[config.mk]
export PLATFORM = sky130hd
export DESIGN_NAME = gdr_front
export DESIGN_NICKNAME = d
export VERILOG_FILES = /design/src/rtl/gdr_pkg.sv /design/src/rtl/gdr_front.sv
export SDC_FILE = /design/constraint.sdc
export NUM_CORES = 1
export LEC_CHECK = 0
export ABC_CLOCK_PERIOD_IN_PS = 10000
export BUFFER_PORTS_ARGS = -buffer_cell sky130_fd_sc_hd__buf_2
export CAP_MARGIN = 25
export CORE_MARGIN = 3
export CORE_UTILIZATION = 50
export DETAILED_ROUTE_END_ITERATION = 10
export MAX_ROUTING_LAYER = met4
export PLACE_DENSITY = 0.79
export SYNTH_ARGS = -nofsm -noshare
export SYNTH_HDL_FRONTEND = slang
export SYNTH_SLANG_ARGS = --single-unit
[constraint.sdc]
create_clock -name vclk -period 10
set_input_delay 0.5 -clock vclk [all_inputs]
set_output_delay 0.5 -clock vclk [all_outputs]
set_load 0.01 [all_outputs]
[src/rtl/gdr_pkg.sv]
package gdr_pkg;

	localparam int MAP_SIDE       = 64;
	localparam int MAP_CELLS      = MAP_SIDE * MAP_SIDE;
	localparam int SCREEN_COLUMNS = 1024;
	localparam int MAX_STEPS      = 128;
	localparam int FRAC_BITS      = 8;

	localparam int CELL_W  = 6;
	localparam int COL_W   = 10;
	localparam int ANG_W   = 12;
	localparam int POS_W   = 14;
	localparam int FOV_W   = 11;
	localparam int DIST_W  = 16;
	localparam int FACE_W  = 2;
	localparam int IN_DATA_W  = 24;
	localparam int OUT_DATA_W = 40;

	localparam int Q14       = 14;
	localparam int TRIG_W    = 15;
	localparam int ONE_Q14   = 16384;
	localparam int QUARTER   = 1024;
	localparam int QS_C0     = 25736;
	localparam int QS_C1     = 10583;
	localparam int QS_C2     = 1306;
	localparam int QS_C3     = 77;
	localparam int DIST_MAX  = 65535;
	localparam int DIVD_W    = Q14 + FRAC_BITS + 1;
	localparam int DIVS_W    = TRIG_W;
	localparam int QDEPTH    = 2;

	localparam int ADDR_W    = 4;
	localparam int APB_W     = 32;

	typedef enum logic {
		CMD_WRITE = 1'b0,
		CMD_CAST  = 1'b1
	} cmd_t;

	typedef enum logic [1:0] {
		REG_POS_X = 2'd0,
		REG_POS_Y = 2'd1,
		REG_VIEW  = 2'd2,
		REG_FOV   = 2'd3
	} reg_idx_t;

	localparam logic [FACE_W-1:0] FACE_EAST  = 2'd0;
	localparam logic [FACE_W-1:0] FACE_WEST  = 2'd1;
	localparam logic [FACE_W-1:0] FACE_SOUTH = 2'd2;
	localparam logic [FACE_W-1:0] FACE_NORTH = 2'd3;

	typedef struct packed {
		cmd_t              cmd;
		logic [CELL_W-1:0] cell_x;
		logic [CELL_W-1:0] cell_y;
		logic              cell_is_wall;
		logic [COL_W-1:0]  column;
		logic [ANG_W-1:0]  angle;
	} item_t;

	typedef struct packed {
		logic clearing;
		logic idle;
	} back_stat_t;

endpackage

[src/rtl/gdr_front.sv]
module gdr_front (
	input  logic                             s_tvalid,
	output logic                             s_tready,
	input  logic [gdr_pkg::IN_DATA_W-1:0]    s_tdata,
	input  logic                             s_tuser,
	input  logic [gdr_pkg::ANG_W-1:0]        view_angle,
	input  logic [gdr_pkg::FOV_W-1:0]        field_of_view,
	input  logic                             clearing,
	input  logic                             q_full,
	output logic                             push,
	output gdr_pkg::item_t                   item
);

	logic [gdr_pkg::FOV_W+gdr_pkg::COL_W-1:0] sweep;

	assign s_tready = !q_full && !clearing;
	assign push     = s_tvalid && s_tready;

	always_comb begin
		item.cmd          = gdr_pkg::cmd_t'(s_tuser);
		item.cell_x       = s_tdata[5:0];
		item.cell_y       = s_tdata[11:6];
		item.cell_is_wall = s_tdata[12];
		item.column       = s_tdata[22:13];
		sweep = (gdr_pkg::FOV_W+gdr_pkg::COL_W)'(field_of_view)
			* (gdr_pkg::FOV_W+gdr_pkg::COL_W)'(item.column);
		item.angle = view_angle - gdr_pkg::ANG_W'(field_of_view >> 1)
			+ gdr_pkg::ANG_W'(sweep / gdr_pkg::SCREEN_COLUMNS);
	end

endmodule

; ---- After elaboration in Yosys (flattened, before gate mapping)
; Index checks and enable logic that the tools add are counted.
[word_totals]
elab_cells = 7
reg_bits = 0
input_bits = 51
output_inout_bits = 38
[classes]
addsub = 2
reduce_logical = 4
n_mul = 1
[ops]
columns = cell, count
row1 = multiplier 11 x 10 -> 21 bit, 1
row2 = adder 12 x 11 -> 12 bit, 1
row3 = subtractor 12 x 10 -> 12 bit, 1
row4 = logical AND 1 bit, 2
row5 = zero test 1 bit, 2

; ---- Longest topological paths before layout
[logic_depth]
word_depth = 3
depth_mapped = 29
mapped_depth_nobuf = 28

; ---- Worst setup path after synthesis
; No wires, ideal clock.
[synth_path]
path_type = input -> output
from = in s_tdata[14] in the netlist's numbering
to = out item[10] in the netlist's numbering
stages = 28
required_time_ps = 9500
arrival_time_ps = 7060
path_slack_ps = 2440
path_cell_list = clkbuf_1 nand2_1 fa_1 inv_1 fa_1 inv_1 fa_1 inv_1 fa_1 inv_1 fa_1 inv_1 ha_1 nand2_1 o21ai_0 a311oi_2 nor3b_1 o21a_1 or2_2 fa_1 inv_1 ha_1 o21ai_0 a21oi_1 o21ai_0 a21oi_1 o21a_1 o311ai_0
[synth_rtl]
columns = item, line
row1 = "start, declared", gdr_front.sv:4  ; input logic [gdr_pkg::IN_DATA_W-1:0] s_tdata,
row2 = "end, declared", gdr_front.sv:11  ; output gdr_pkg::item_t item

==> results.yml <==
status:
  status: "finished clean"
floorplan:
  placementRows: 32
  ios: 89
  start_util: 0.530
  die_width_um: 97.7
  dieArea_mm2: 0.00954
  chipHeight_um: 97.7
  core_area_mm2: 0.00793
setup_path:
  crit_start: "field_of_view[7]"
  worstPathArrival_ns: 7.52
  worstPathMaxFanout: 11
  worstPathRequired_ns: 9.50
  crit_type: "input pin to output pin"
  worst_setup_path_start_kind: "input pin"
  crit_family: "adder cells"
  crit_slowest_cell: "fa_1"
  worstSetupEndpointType: "output pin"
  critPathMaxStageDelay_ns: 0.54
  crit_buf_inv: 8
detailed_routing:
  ant_nets: 0
  wl_per_cell_um: 14.0
  wl_um: 8460
  vias: 3190
  firstDrtPassIters: 4
  drc: 0
  via_per_inst: 5.27
  drtIter0Drc: 83
timing:
  setup_viol: 0
  hold_viol: 0
  max_freq_mhz: 125
  worst_pin_slew_ns: 0.476
  finalMaxSlewViolations: 0
  setup_tns_ns: 0
  rsz0062_at_grt: "no"
  slew_headroom: 0.679
  min_period_ns: 8.02
  period_share: 0.802
global_routing:
  grt_pass1_vias: 3420
  top_usage_layer: "met2"
  grtUsageMet1: 0.228
  gr-total-overflow: 0
  grtUsageMet3: 0.0101
  grt_max_degree: 13
  grt_use_total: 0.188
  grt_pass1_wl_um: 14900
  grt_antenna_before_repair: 0
  met2_usage: 0.346
synth:
  yosys.area.top_type: "fa_1"
  synth_nets: 680
  yosysTopAreaCellShare: 0.376
  ys_seq_area_frac: 0
  syn_area_per_cell_um2: 8.70
  yosys_warnings: 0
  syn_area_mm2: 0.00420
  ys_types: 38
  synth_cells: 483
  ys_top_cells_by_area: "fa_1 38%, ha_1 20%, and2_1 9.4%, inv_1 8.5%, nand2_1 4.8%"
placed_design:
  gp_congestion: 0.818
  io_buffers: 60
  dp_hpwl_um: 7250
cells_and_area:
  fin_nets: 702
  register_area_um2: 0
  design.seq.count: 0
  area_delta_synth_final_pct: 4.44
  nClkBuffers: 0
  drive_gt1_frac: 0.139
  diodes: 0
clock_tree:
  cts_resized: 0
  cts_setup_buffers: 0
  ctsHoldBuffers: 0
worst_hold_path:
  hold_start: "s_tdata[12]"
  worstHoldPathType: "input pin to output pin"
run:
  maxCapViolCount: 0
[final timing paths]
kind	end	slack, ns	depth (start not counted)
max	item[10]	1.98	29
min	item[22]	1.00	0
[placed cells by master (no fill, tap or decap), drive strengths merged, types with 2 or more instances in the layout]
master and instances:
nor2b 3, nand3 3, nor2 7, o21a 3, and3 2, inv 95
or3 2, a21o 5, nand4 2, ha 67, buf 60, a21oi 12
xnor2 13, xor2 7, or2 3, fa 79, o21ai 7, nor3 3
nand2 54, and2 63
[Yosys cell counts (2+ instances only)]
master,number
ha_1,67
and3_1,2
nand2_1,54
o21a_1,3
or2_2,3
a21oi_1,11
nand3_1,3
xor2_1,7
nor2b_1,3
xnor2_1,13
a21o_1,4
or3_1,2
clkbuf_1,15
buf_4,24
inv_1,95
nand4_1,2
fa_1,79
nor2_1,7
nor3_1,3
o21ai_0,6
and2_1,63
[cell type report]
type                       count  area (µm²)
fill                         755        3540
inverter                      95         357
multi-input combinational    348        3600
tap                          102         128
timing repair buffer          60         300
[per-stage QoR]
stage | area, µm² | utilization | hold WS (ns) | setup slack [ns] | std cells
floorplan | 4200 | - | 1.05 | 2.44 | 483
global placement | 4390 | 0.554 | 1.00 | 2.11 | 605
detailed placement | 4390 | 0.554 | 1.00 | 2.01 | 605
CTS | 4390 | 0.554 | 1.00 | 1.95 | 605
global route | 4390 | 0.554 | 1.00 | 1.60 | 605
finish | 4390 | 0.554 | 1.00 | 1.98 | 605
[per-layer routing]
layer  wire length, µm  part of all wire
met1              3490              0.41
met3               334             0.039
met4               155             0.018
met5                 0                 0
met2              4480              0.53
[logic make-up after synthesis]
group,count (synthesis),share of synthesized area
simple gates,144,0.177
fa+ha+maj,146,0.576
xor+xnor,20,0.0417
buf+inv,135,0.142
compound gates,38,0.0634
Power is not shown: default switching activity piles up to over one toggle a cycle in this logic, so the estimate is an artifact.
