<file path="src/rtl/gdr_pkg.sv">
package gdr_pkg;

	localparam int MAP_SIDE       = 64;
	localparam int MAP_CELLS      = MAP_SIDE * MAP_SIDE;
	localparam int SCREEN_COLUMNS = 1024;
	localparam int MAX_STEPS      = 128;
	localparam int FRAC_BITS      = 8;

	localparam int CELL_W  = 6;
	localparam int COL_W   = 10;
	localparam int ANG_W   = 12;
	localparam int POS_W   = 14;
	localparam int FOV_W   = 11;
	localparam int DIST_W  = 16;
	localparam int FACE_W  = 2;
	localparam int IN_DATA_W  = 24;
	localparam int OUT_DATA_W = 40;

	localparam int Q14       = 14;
	localparam int TRIG_W    = 15;
	localparam int ONE_Q14   = 16384;
	localparam int QUARTER   = 1024;
	localparam int QS_C0     = 25736;
	localparam int QS_C1     = 10583;
	localparam int QS_C2     = 1306;
	localparam int QS_C3     = 77;
	localparam int DIST_MAX  = 65535;
	localparam int DIVD_W    = Q14 + FRAC_BITS + 1;
	localparam int DIVS_W    = TRIG_W;
	localparam int QDEPTH    = 2;

	localparam int ADDR_W    = 4;
	localparam int APB_W     = 32;

	typedef enum logic {
		CMD_WRITE = 1'b0,
		CMD_CAST  = 1'b1
	} cmd_t;

	typedef enum logic [1:0] {
		REG_POS_X = 2'd0,
		REG_POS_Y = 2'd1,
		REG_VIEW  = 2'd2,
		REG_FOV   = 2'd3
	} reg_idx_t;

	localparam logic [FACE_W-1:0] FACE_EAST  = 2'd0;
	localparam logic [FACE_W-1:0] FACE_WEST  = 2'd1;
	localparam logic [FACE_W-1:0] FACE_SOUTH = 2'd2;
	localparam logic [FACE_W-1:0] FACE_NORTH = 2'd3;

	typedef struct packed {
		cmd_t              cmd;
		logic [CELL_W-1:0] cell_x;
		logic [CELL_W-1:0] cell_y;
		logic              cell_is_wall;
		logic [COL_W-1:0]  column;
		logic [ANG_W-1:0]  angle;
	} item_t;

	typedef struct packed {
		logic clearing;
		logic idle;
	} back_stat_t;

endpackage

</file>
<file path="src/rtl/gdr_queue.sv">
module gdr_queue (
	input  logic           clk,
	input  logic           arst_n,
	input  logic           push,
	input  gdr_pkg::item_t din,
	output logic           full,
	output logic           valid,
	input  logic           pop,
	output gdr_pkg::item_t dout
);

	localparam int PW = (gdr_pkg::QDEPTH > 1) ? $clog2(gdr_pkg::QDEPTH) : 1;
	localparam int CW = $clog2(gdr_pkg::QDEPTH + 1);

	gdr_pkg::item_t  slot_q [gdr_pkg::QDEPTH];
	logic [PW-1:0]   wp_q;
	logic [PW-1:0]   rp_q;
	logic [CW-1:0]   cnt_q;

	assign full  = cnt_q == CW'(gdr_pkg::QDEPTH);
	assign valid = cnt_q != '0;
	assign dout  = slot_q[rp_q];

	always_ff @(posedge clk or negedge arst_n) begin
		if (!arst_n) begin
			wp_q  <= '0;
			rp_q  <= '0;
			cnt_q <= '0;
		end else begin
			if (push) begin
				wp_q <= (wp_q == PW'(gdr_pkg::QDEPTH - 1)) ? '0 : wp_q + 1'b1;
			end
			if (pop) begin
				rp_q <= (rp_q == PW'(gdr_pkg::QDEPTH - 1)) ? '0 : rp_q + 1'b1;
			end
			if (push && !pop) begin
				cnt_q <= cnt_q + 1'b1;
			end else if (pop && !push) begin
				cnt_q <= cnt_q - 1'b1;
			end
		end
	end

	always_ff @(posedge clk) begin
		if (push) begin
			slot_q[wp_q] <= din;
		end
	end

endmodule

</file>
<file path="config.mk">
export PLATFORM = sky130hd
export DESIGN_NAME = gdr_queue
export DESIGN_NICKNAME = d
export VERILOG_FILES = /design/src/rtl/gdr_pkg.sv /design/src/rtl/gdr_queue.sv
export SDC_FILE = /design/constraint.sdc
export NUM_CORES = 1
export LEC_CHECK = 0
export CORE_MARGIN = 10
export CORE_UTILIZATION = 50
export CTS_BUF_LIST = sky130_fd_sc_hd__clkbuf_8
export CTS_CLUSTER_SIZE = 40
export DETAILED_ROUTE_END_ITERATION = 6
export DONT_BUFFER_PORTS = 1
export GPL_ROUTABILITY_DRIVEN = 0
export PLACE_DENSITY = 0.63
export SLEW_MARGIN = 20
export SYNTH_ARGS = -nofsm -noshare
export SYNTH_HDL_FRONTEND = slang
export SYNTH_SLANG_ARGS = --single-unit
</file>
<file path="constraint.sdc">
create_clock -name clk -period 3.4 [get_ports clk]
set_input_delay 0.34 -clock clk [delete_from_list [all_inputs] [get_ports clk]]
set_output_delay 0.34 -clock clk [all_outputs]
set_load 0.01 [all_outputs]
</file>
### Word-level counts from Yosys, hierarchy flattened

Memories as Yosys holds them, arrays and structs flattened.
Index checks and enable logic that the tools add are counted.

| word-level totals | value |
|---|---|
| bits in read-only memories | 0 |
| RAM bits | 72 |
| register bits | 4 |
| memories | 1 |
| latch bits | 0 |

| cells by class | value |
|---|---|
| magnitude comparators | 0 |
| muxes and demuxes | 6 |
| shift-type cells | 0 |
| divide/modulo/power cells | 0 |
| $add $sub $neg | 4 |
| bitwise gates (word level) | 0 |
| eq/ne operators | 1 |
| multipliers | 0 |
| reductions and logical operators | 6 |

Memory list:

| memory | depth | bits a word | rd ports | clocked after Yosys merged registers in | write ports | line | RTL |
|---|---|---|---|---|---|---|---|
| slot_q | 2 | 36 | 1 | 0 | 1 | gdr_queue.sv:15 | `gdr_pkg::item_t slot_q [gdr_pkg::QDEPTH];` |

Operator list:

| operator | count |
|---|---|
| 2-to-1 mux 1 bit | 4 |
| 2-to-1 mux 2 bit | 2 |
| nonzero test 2 bit | 2 |
| adder 1 bit (second input constant) | 2 |
| adder 2 x 1 -> 2 bit (second input constant) | 1 |
| == test 2 bit (second input constant) | 1 |
| logical AND 1 bit | 2 |
| zero test 1 bit | 2 |
| subtractor 2 x 1 -> 2 bit (second input constant) | 1 |

### Logic depth before layout (Yosys ltp)

Gate-level depths: netlist (run 1).

| logic depth | value |
|---|---|
| depth after elaboration | 4 |
| gate-level depth with buffers | 5 |
| mapped depth without buffers | 5 |

### Worst setup path before layout (run 1)

OpenSTA, ideal clock, no wires.

| timing path | value |
|---|---|
| path type | register to register |
| from | register wp_q |
| to | memory slot_q[0][0] (netlist bit), enable pin |
| cell stages (with the launch flop) | 2 |
| path slack | 0.949 ns |
| clock period less this slack | 2.451 ns |
| data arrival time | 2.017 ns |
| cell sequence | dfrtp_1 > nor2b_1 |

RTL lines:

| what | line | RTL |
|---|---|---|
| start: declaration | gdr_queue.sv:16 | `logic [PW-1:0] wp_q;` |
| start signal: assignment | gdr_queue.sv:31 | `wp_q <= (wp_q == PW'(gdr_pkg::QDEPTH - 1)) ? '0 : wp_q + 1'b1;` |
| end: declaration | gdr_queue.sv:15 |  |

Straight into the memory's write port.

==> results of run 1 <==
==> timing repair <==
| action | 4_1_cts | 5_1_grt |
|---|---|---|
| hold endpoints to repair | 4 | 0 |
| endpoints found under the setup margin | 0 | 0 |
| resized for setup | 0 | 0 |
| hold buffers | 1 | 0 |
==> power by group through the flow <==
stage               sequential [mW]  clock, mW  combinational, mW
CTS                            1.42      0.785              0.649
finish                         1.42      0.761              0.637
global route                   1.45      0.825              0.689
floorplan                      1.31          0              0.715
global placement               1.43          0              0.637
detailed placement             1.45          0              0.644
==> sequential cells by signal, indices dropped and copies added (netlist names) <==
signal and count:
slot_q 72, cnt_q 2, rp_q 1, wp_q 1
==> through the flow <==
step	instance area [um^2]	hold slack (ns)	power, mW	worst slack (ns)
4_1_cts	3210	0.0695	2.86	1.12
3_3_place_gp	2970	0.0446	2.06	1.53
2_1_floorplan	2940	0.0444	2.03	0.949
3_5_place_dp	2970	0.0446	2.09	1.48
6_report	3240	0.0906	2.81	1.42
5_1_grt	3240	0.0805	2.97	1.33
==> layout make-up <==
class	count	area share
multi-input combinational	47	0.188
sequential	76	0.700
clock inverter	7	0.0329
inverter	1	0.00116
tap	72	0.0278
clock buffer	9	0.0383
timing repair buffer	2	0.0116
==> cell usage after synthesis <==
cell type / n
inv_1: 1
xor2_1: 4
buf_6: 1
ha_1: 1
nor2_1: 1
mux2_2: 7
xnor2_1: 1
or2_2: 1
and2_1: 1
dfrtp_1: 4
edfxtp_1: 72
buf_12: 3
nor2b_1: 2
mux2_4: 29
==> worst max path at each step <==
stage               startpoint            to  slack [ns]  cells after the start
finish                    rp_q      dout[16]        1.42                      1
global route              rp_q      dout[23]        1.33                      1
global placement          rp_q      dout[35]        1.53                      1
detailed placement        rp_q      dout[16]        1.48                      1
CTS                       rp_q      dout[16]        1.12                      1
floorplan                 wp_q  slot_q[0][0]        0.95                      1
==> metal layers <==
layer  up-vias  wire (um)  GRT usage  part of all wire
li1        515          -          -                 -
met1       545       1480     0.0861              0.32
met2        44       2620      0.177              0.57
met3         4        494     0.0539              0.11
met4         0         33     0.0507            0.0071
met5         -          0          0                 0
==> kinds of logic after synthesis <==
kind of cell               after synthesis  share of synthesized area
and+or+nand+nor                          5                    0.00980
DFF                                     76                      0.770
buffers and inverters                    5                     0.0256
xor gates and xnor gates                 5                     0.0149
adders and majority gates                1                    0.00426
muxes                                   36                      0.175
==> layout by cell type, fill, tap and decap left out, types with 2 or more instances in the layout <==
cell / n
mux2_2: 7
bufinv_16: 3
clkinv_1: 2
edfxtp_1: 72
xor2_1: 4
inv_1: 2
mux2_4: 29
clkbuf_8: 9
dfrtp_1: 3
==> out/metrics.cfg, run 1 <==
[run_status]
status=completed

[route]
wl_mm=4.63
drc=0
first_pass_iters=2
vias_per_cell=5.18
drt_iter0_drc=67
num_vias=1108
ant_nets=0
routedWlPerCell_um=21.6

[critical_path]
crit_path_end_kind=output port
r2r-start=wp_q
cp_top_family=flip-flops
critPathBufInv=0
cp_slowest_stage_delay_ns=0.84
crit_type=register to output port
startpoint_type=register
path_cells=mux2_2
cp.arrival_ns=1.64
crit_fanout=37
critPathRequiredTime_ns=3.06
r2r_setup_slack_ns=1.84
regToRegEndpoint=slot_q[1][31]
crit_slowest_cell=dfrtp_4
rr_worst_depth=1

[power_and_ir_drop]
seq_power_share=0.503
internal_power_mw=2.07
cellLeakagePower_nw=1.17
switching_power_mw=0.742
powerDensity_nw_per_um2=870
pwr-share-clk=0.270
sw_frac_of_total=0.264
peakVddDrop_v=0.000572
p_comb_frac=0.227

[synthesis]
synth-seq-area-share=0.770
ys_ff_latch=76
ys_warn_count=0
synth_nets=169
avgSynthCellArea_um2=22.9
synth_top_area_frac=0.736
netlist_top_cells_area=edfxtp_1 (74%), mux2_4 (15%), dfrtp_1 (3.4%)
syn-instance-count=128
yosys.cell_types.count=14
netlist_area_um2=2940
yosysTopAreaCell=edfxtp_1

[sta]
post-route-period-util=0.581
finalMaxSlewViolations=0
hold_viol=0
clock.fmax_mhz=506
tightest_slew_ns=0.872
relSlewSlack=0.419
rsz0062_at_grt=no
setup_violations=0
finalClockSkew_ns=0.00448
setup_tns_ns=0
fin_crit_ns=1.98

[clocking]
clk_latency_ns=0.32
cts_inserted_buffers=9
cts.sinks=76
cts_buffer_depth=2
cts_root_buf=clkbuf_8
htree_levels=3
cts_setup_buffers=0
cts.reportedPaths.clkPinSlew_ns=0.07
cts_tree=built

[floorplanning]
fp-row-count=27
die_y_um=96.6
die_w_um=96.6
core_um2=5610
die_area_um2=9340
io_pins=78
start_util=0.524

[finish]
nNetsFinal=178
multiInputGateArea_um2=608
drive_above_1_share=0.380
post-route-util=0.577
antenna_cells=0
stdcell_count=214
n_fill_cell=447
area_delta_synth_final_pct=10.2
seqCellArea_um2=2270

[worst_hold_path]
min_path_type=input pin to register
hp-start=pop
hold_depth=1
hold_end=rp_q

[placement]
dpl.hpwl_mm=3.24
dp.cells=196
io_buffer_count=0

[grt]
grt-ovfl-total=0
grt_max_degree=38
grt_pass1_wl_mm=7.11
antenna_found_initial=0
grt_pass1_vias=1232
grt_usage=0.0988

[run]
drv_cap=0

Note: power is estimated with default switching activity, not from simulation.
==> inputs of run 2 (changes only) <==
PLACE_DENSITY = 0.66   (was 0.63)
clock period = 1.72 ns   (was 3.4 ns; I/O delays follow)
==> run 2 against run 1 <==
Net effect: sequential share of layout area is 8.1 points lower; hold slack better by 0.015 ns; final area is 13% higher; critical endpoint is now dout[33]; critical path depth is 1 higher; largest power group unchanged; first-iteration DRC count is 10% lower.
==> out/metrics.cfg, run 2 (synthesis gave the netlist of run 1 again) <==
[run_status]
status=completed

[power_and_ir_drop]
peakVddDrop_v=0.00107
p_comb_frac=0.277
powerDensity_nw_per_um2=1570
internal_power_mw=4.17
sw_frac_of_total=0.272
power_mw=5.73
seq_power_share=0.467
cellLeakagePower_nw=1.36
switching_power_mw=1.56
pwr-share-clk=0.256

[floorplanning]
fp-row-count=27
die_w_um=96.6
core_um2=5610
die_area_um2=9340
die_y_um=96.6
io_pins=78
start_util=0.524

[clocking]
cts.reportedPaths.clkPinSlew_ns=0.07
cts_inserted_buffers=9
htree_levels=3
clk_latency_ns=0.34
cts_tree=built
cts_buffer_depth=2
cts_root_buf=clkbuf_8
cts.sinks=76

[route]
routedWlPerCell_um=20.2
vias_per_cell=5.02
num_vias=1289
ant_nets=0
drt_iter0_drc=60
wl_mm=5.18
first_pass_iters=4
drc=0

[placement]
io_buffer_count=0
dp_slack_ns=0.371
dpl.hpwl_mm=3.65
dp.cells=202
place_area_um2=3040

[grt]
met3_usage=0.0632
grt_max_degree=26
grt-ovfl-total=0
antenna_found_initial=0
use_met1=0.107
met2_usage=0.189
grt_pass1_wl_mm=8.02
grt_usage=0.111
grt_pass1_vias=1455
top_usage_layer=met2

[finish]
post-route-util=0.652
stdcell_count=257
final_common_cell=edfxtp_1
top_register=slot_q
n_fill_cell=379
final_cell_mix=edfxtp_1 (72), dlygate4sd3_1 (39), mux2_4 (29), clkbuf_8 (11), mux2_2 (7)
top_regs=slot_q x72, cnt_q x2
fin_area_um2=3660
drive_above_1_share=0.330
nNetsFinal=221
largest_reg_flops=72
area_delta_synth_final_pct=24.5
antenna_cells=0

[sta]
finalClockSkew_ns=0.00818
post-route-period-util=0.948
final.setup.worst_slack_ns=0.0890
fin_crit_ns=1.63
setup_tns_ns=0
setup_violations=0
hold_viol=0
relSlewSlack=0.772
whs_ns=0.106
rsz0062_at_grt=no
clock.fmax_mhz=613
finalMaxSlewViolations=0
tightest_slew_ns=0.343

[worst_hold_path]
min_path_type=input pin to register
hold_depth=2

[run]
drv_cap=0

[critical_path]
crit_fanout=14
crit_path_end_kind=output port
cp.arrival_ns=1.46
rr_worst_depth=2
crit_type=register to output port
critPathRequiredTime_ns=1.55
startpoint_type=register

run 2: changes by cell type in the layout (fill, tap and decap cells not counted):
cell and change:
clkinvlp_4 +1, clkinv_1 -2, bufinv_16 -1, dlygate4sd3_1 +38, buf_4 +4, buf_12 +2, clkbuf_8 +2, buf_16 -1
run 2: power groups by stage:
| stage | Sequential, mW | Clock (mW) | Combinational, mW |
|---|---|---|---|
| 5_1_grt | 2.71 | 1.59 | 1.70 |
| 3_3_place_gp | 2.68 | 0 | 1.52 |
| 6_report | 2.68 | 1.47 | 1.59 |
| 2_1_floorplan | 2.59 | 0 | 1.42 |
| 4_1_cts | 2.68 | 1.51 | 1.64 |
| 3_5_place_dp | 2.71 | 0 | 1.55 |
run 2: layer usage:
layer  up-vias  routed length [um]
met5         -                   0
li1        597                   -
met4         0                  67
met1       640                1850
met3         7                 430
met2        45                2840
run 2: area by class of cell:
class	instances	area, um^2	area share
tap	72	90.1	0.0246
inverter	1	3.75	0.00103
sequential	76	2270	0.620
timing repair buffer	45	460	0.126
clock buffer	11	151	0.0414
clock inverter	5	76.3	0.0209
multi-input combinational	47	608	0.166
run 2: worst paths after layout:
kind / from / end / slack, ns
worst min register to register: cnt_q[1] / cnt_q[1] / 0.51
min in group asynchronous: arst_n / cnt_q[0] / 0.13
worst max register to register: wp_q / slot_q[1][26] / 0.43
worst max-delay path: rp_q / dout[33] / 0.09
worst min-delay path: push / cnt_q[0] / 0.11
max in group asynchronous: arst_n / rp_q / 1.38
run 2: timing repair:
action | in CTS | in global routing
setup buffers | 0 | 0
setup endpoints to repair | 5 | 0
hold buffers | 39 | 0
hold endpoints to repair | 78 | 0
gates resized for setup | 1 | 0
run 2: worst max-delay path, stage by stage (launching register included):
cell and delay [ns]:
dfrtp_4 0.60, buf_12 0.20, mux2_4 0.33
==> inputs of run 3 (changes only) <==
CORE_ASPECT_RATIO = 1.5   (was default)
==> run 3 against run 2 <==
Net effect: global-route usage up 0.74 points; total power down 1.5%; wire length up 1.2%; critical endpoint is now dout[35].
==> out/metrics.cfg, run 3 (synthesis gave the netlist of run 1 again) <==
[run_status]
status=completed

[clocking]
cts.sinks=76
htree_levels=3
cts_tree=built
cts_root_buf=clkbuf_8
cts_buffer_depth=2
clk_latency_ns=0.33
cts_inserted_buffers=9
cts.reportedPaths.clkPinSlew_ns=0.07
cts_setup_buffers=0

[run]
drv_cap=0

[route]
topRoutingLayerUsed=met4
routedWlPerCell_um=20.4
first_pass_iters=4
drc=0
dr_wl_met2_mm=2.95
drt_iter0_drc=74
wl_mm=5.25
ant_nets=0
num_vias=1298
wl_met3_um=558
vias_per_cell=5.05
wl_met1_mm=1.71

[placement]
io_buffer_count=0
dpl.hpwl_mm=3.59

[critical_path]
critPathRequiredTime_ns=1.55
crit_type=register to output port
path_cells=buf_12 -> mux2_2
cp_slowest_stage_delay_ns=0.57
crit_path_end_kind=output port
crit_fanout=13
r2r_setup_slack_ns=0.50
cp.arrival_ns=1.47
crit_slowest_cell=dfrtp_4
setup.worst_path.start=rp_q
startpoint_type=register
r2r-start=wp_q

[sta]
finalMaxSlewViolations=0
tightest_slew_ns=0.275
rsz0062_at_grt=no
post-route-period-util=0.957
setup_violations=0
hold_viol=0
finalClockSkew_ns=0.00479
fin_crit_ns=1.65
setup_tns_ns=0
relSlewSlack=0.816
clock.fmax_mhz=607
whs_ns=0.114

[power_and_ir_drop]
p_comb_frac=0.284
peakVddDrop_v=0.00130
sw_frac_of_total=0.277
cellLeakagePower_nw=1.35
powerDensity_nw_per_um2=1550
switching_power_mw=1.56
pwr-share-clk=0.244
internal_power_mw=4.08
seq_power_share=0.473

[finish]
nNetsFinal=221
antenna_cells=0
largest_reg_flops=72
final_common_cell=edfxtp_1
post-route-util=0.633
top_register=slot_q
n_fill_cell=398
final_cell_mix=edfxtp_1 (72), dlygate4sd3_1 (39), mux2_4 (29), clkbuf_8 (9), mux2_2 (7)
top_regs=slot_q x72, cnt_q x2
drive_above_1_share=0.319
area_delta_synth_final_pct=23.8

[worst_hold_path]
min_path_type=input pin to asynchronous set/reset pin

[grt]
grt-ovfl-total=0
grt_pass1_vias=1486
grt_max_degree=21
grt_pass1_wl_mm=8.09
antenna_found_initial=0
grt_usage=0.118

[floorplanning]
die_y_um=114
io_pins=78
die_w_um=82.6
start_util=0.511
die_area_um2=9400
core_um2=5740
fp-row-count=34

-- run 3: cell types whose count changed in the layout (fill, tap and decap cells not counted) --
cell | previous run | this run
inv_1 | 2 | 3
clkinv_1 | 0 | 1
clkbuf_8 | 11 | 9
-- run 3: timing repair --
action                                  CTS  global route
hold endpoints to repair                 78             0
gates resized for setup                   1             0
hold buffers                             39             0
endpoints found under the setup margin   15             0
-- run 3: cell type report --
cell class	count	area (um^2)	share of cell area
clock buffers	9	124	0.0341
clock inverters	7	83.8	0.0231
inverters	1	3.75	0.00103
multi-input cells	47	608	0.167
flip-flops and latches	76	2270	0.623
well taps	72	90.1	0.0248
repair buffers	45	460	0.127
-- run 3: power by group through the flow --
stage                     sequential [mW]  combinational (mW)  clock (mW)
after floorplan                      2.59                1.42           0
after global placement               2.67                1.53           0
after detailed placement             2.70                1.56           0
after CTS                            2.67                1.65        1.42
after global routing                 2.71                1.72        1.51
final                                2.67                1.60        1.38
-- run 3: routing by layer --
layer | vias up | GRT usage
li1 | 597 | -
met1 | 637 | 0.117
met2 | 60 | 0.199
met3 | 4 | 0.0638
met4 | 0 | 0.0470
met5 | - | 0
-- run 3: per-stage QoR --
step | power [mW] | setup WS, ns | instance area (um^2) | std cells
6_report | 5.65 | 0.0735 | 3640 | 257
5_1_grt | 5.94 | 0.00441 | 3640 | 257
4_1_cts | 5.74 | 0.0335 | 3640 | 257
3_5_place_dp | 4.27 | 0.334 | 3040 | 202
3_3_place_gp | 4.20 | 0.368 | 3040 | 202
2_1_floorplan | 4.01 | 0.0136 | 2940 | 128
-- run 3: path summary, 6_finish.rpt --
path	endpoint	depth (start not counted)
worst max-delay path	dout[35]	2
worst min-delay path	cnt_q[1]	1
worst max register to register	slot_q[1][19]	2
worst min register to register	cnt_q[1]	1
max in group asynchronous	rp_q	1
min in group clk	cnt_q[0]	2
-- run 3: critical path: cells and delay by family (launching register included) --
kind | cells | cell delay [ns]
buf+inv | 1 | 0.19
mux | 1 | 0.38
flops | 1 | 0.57
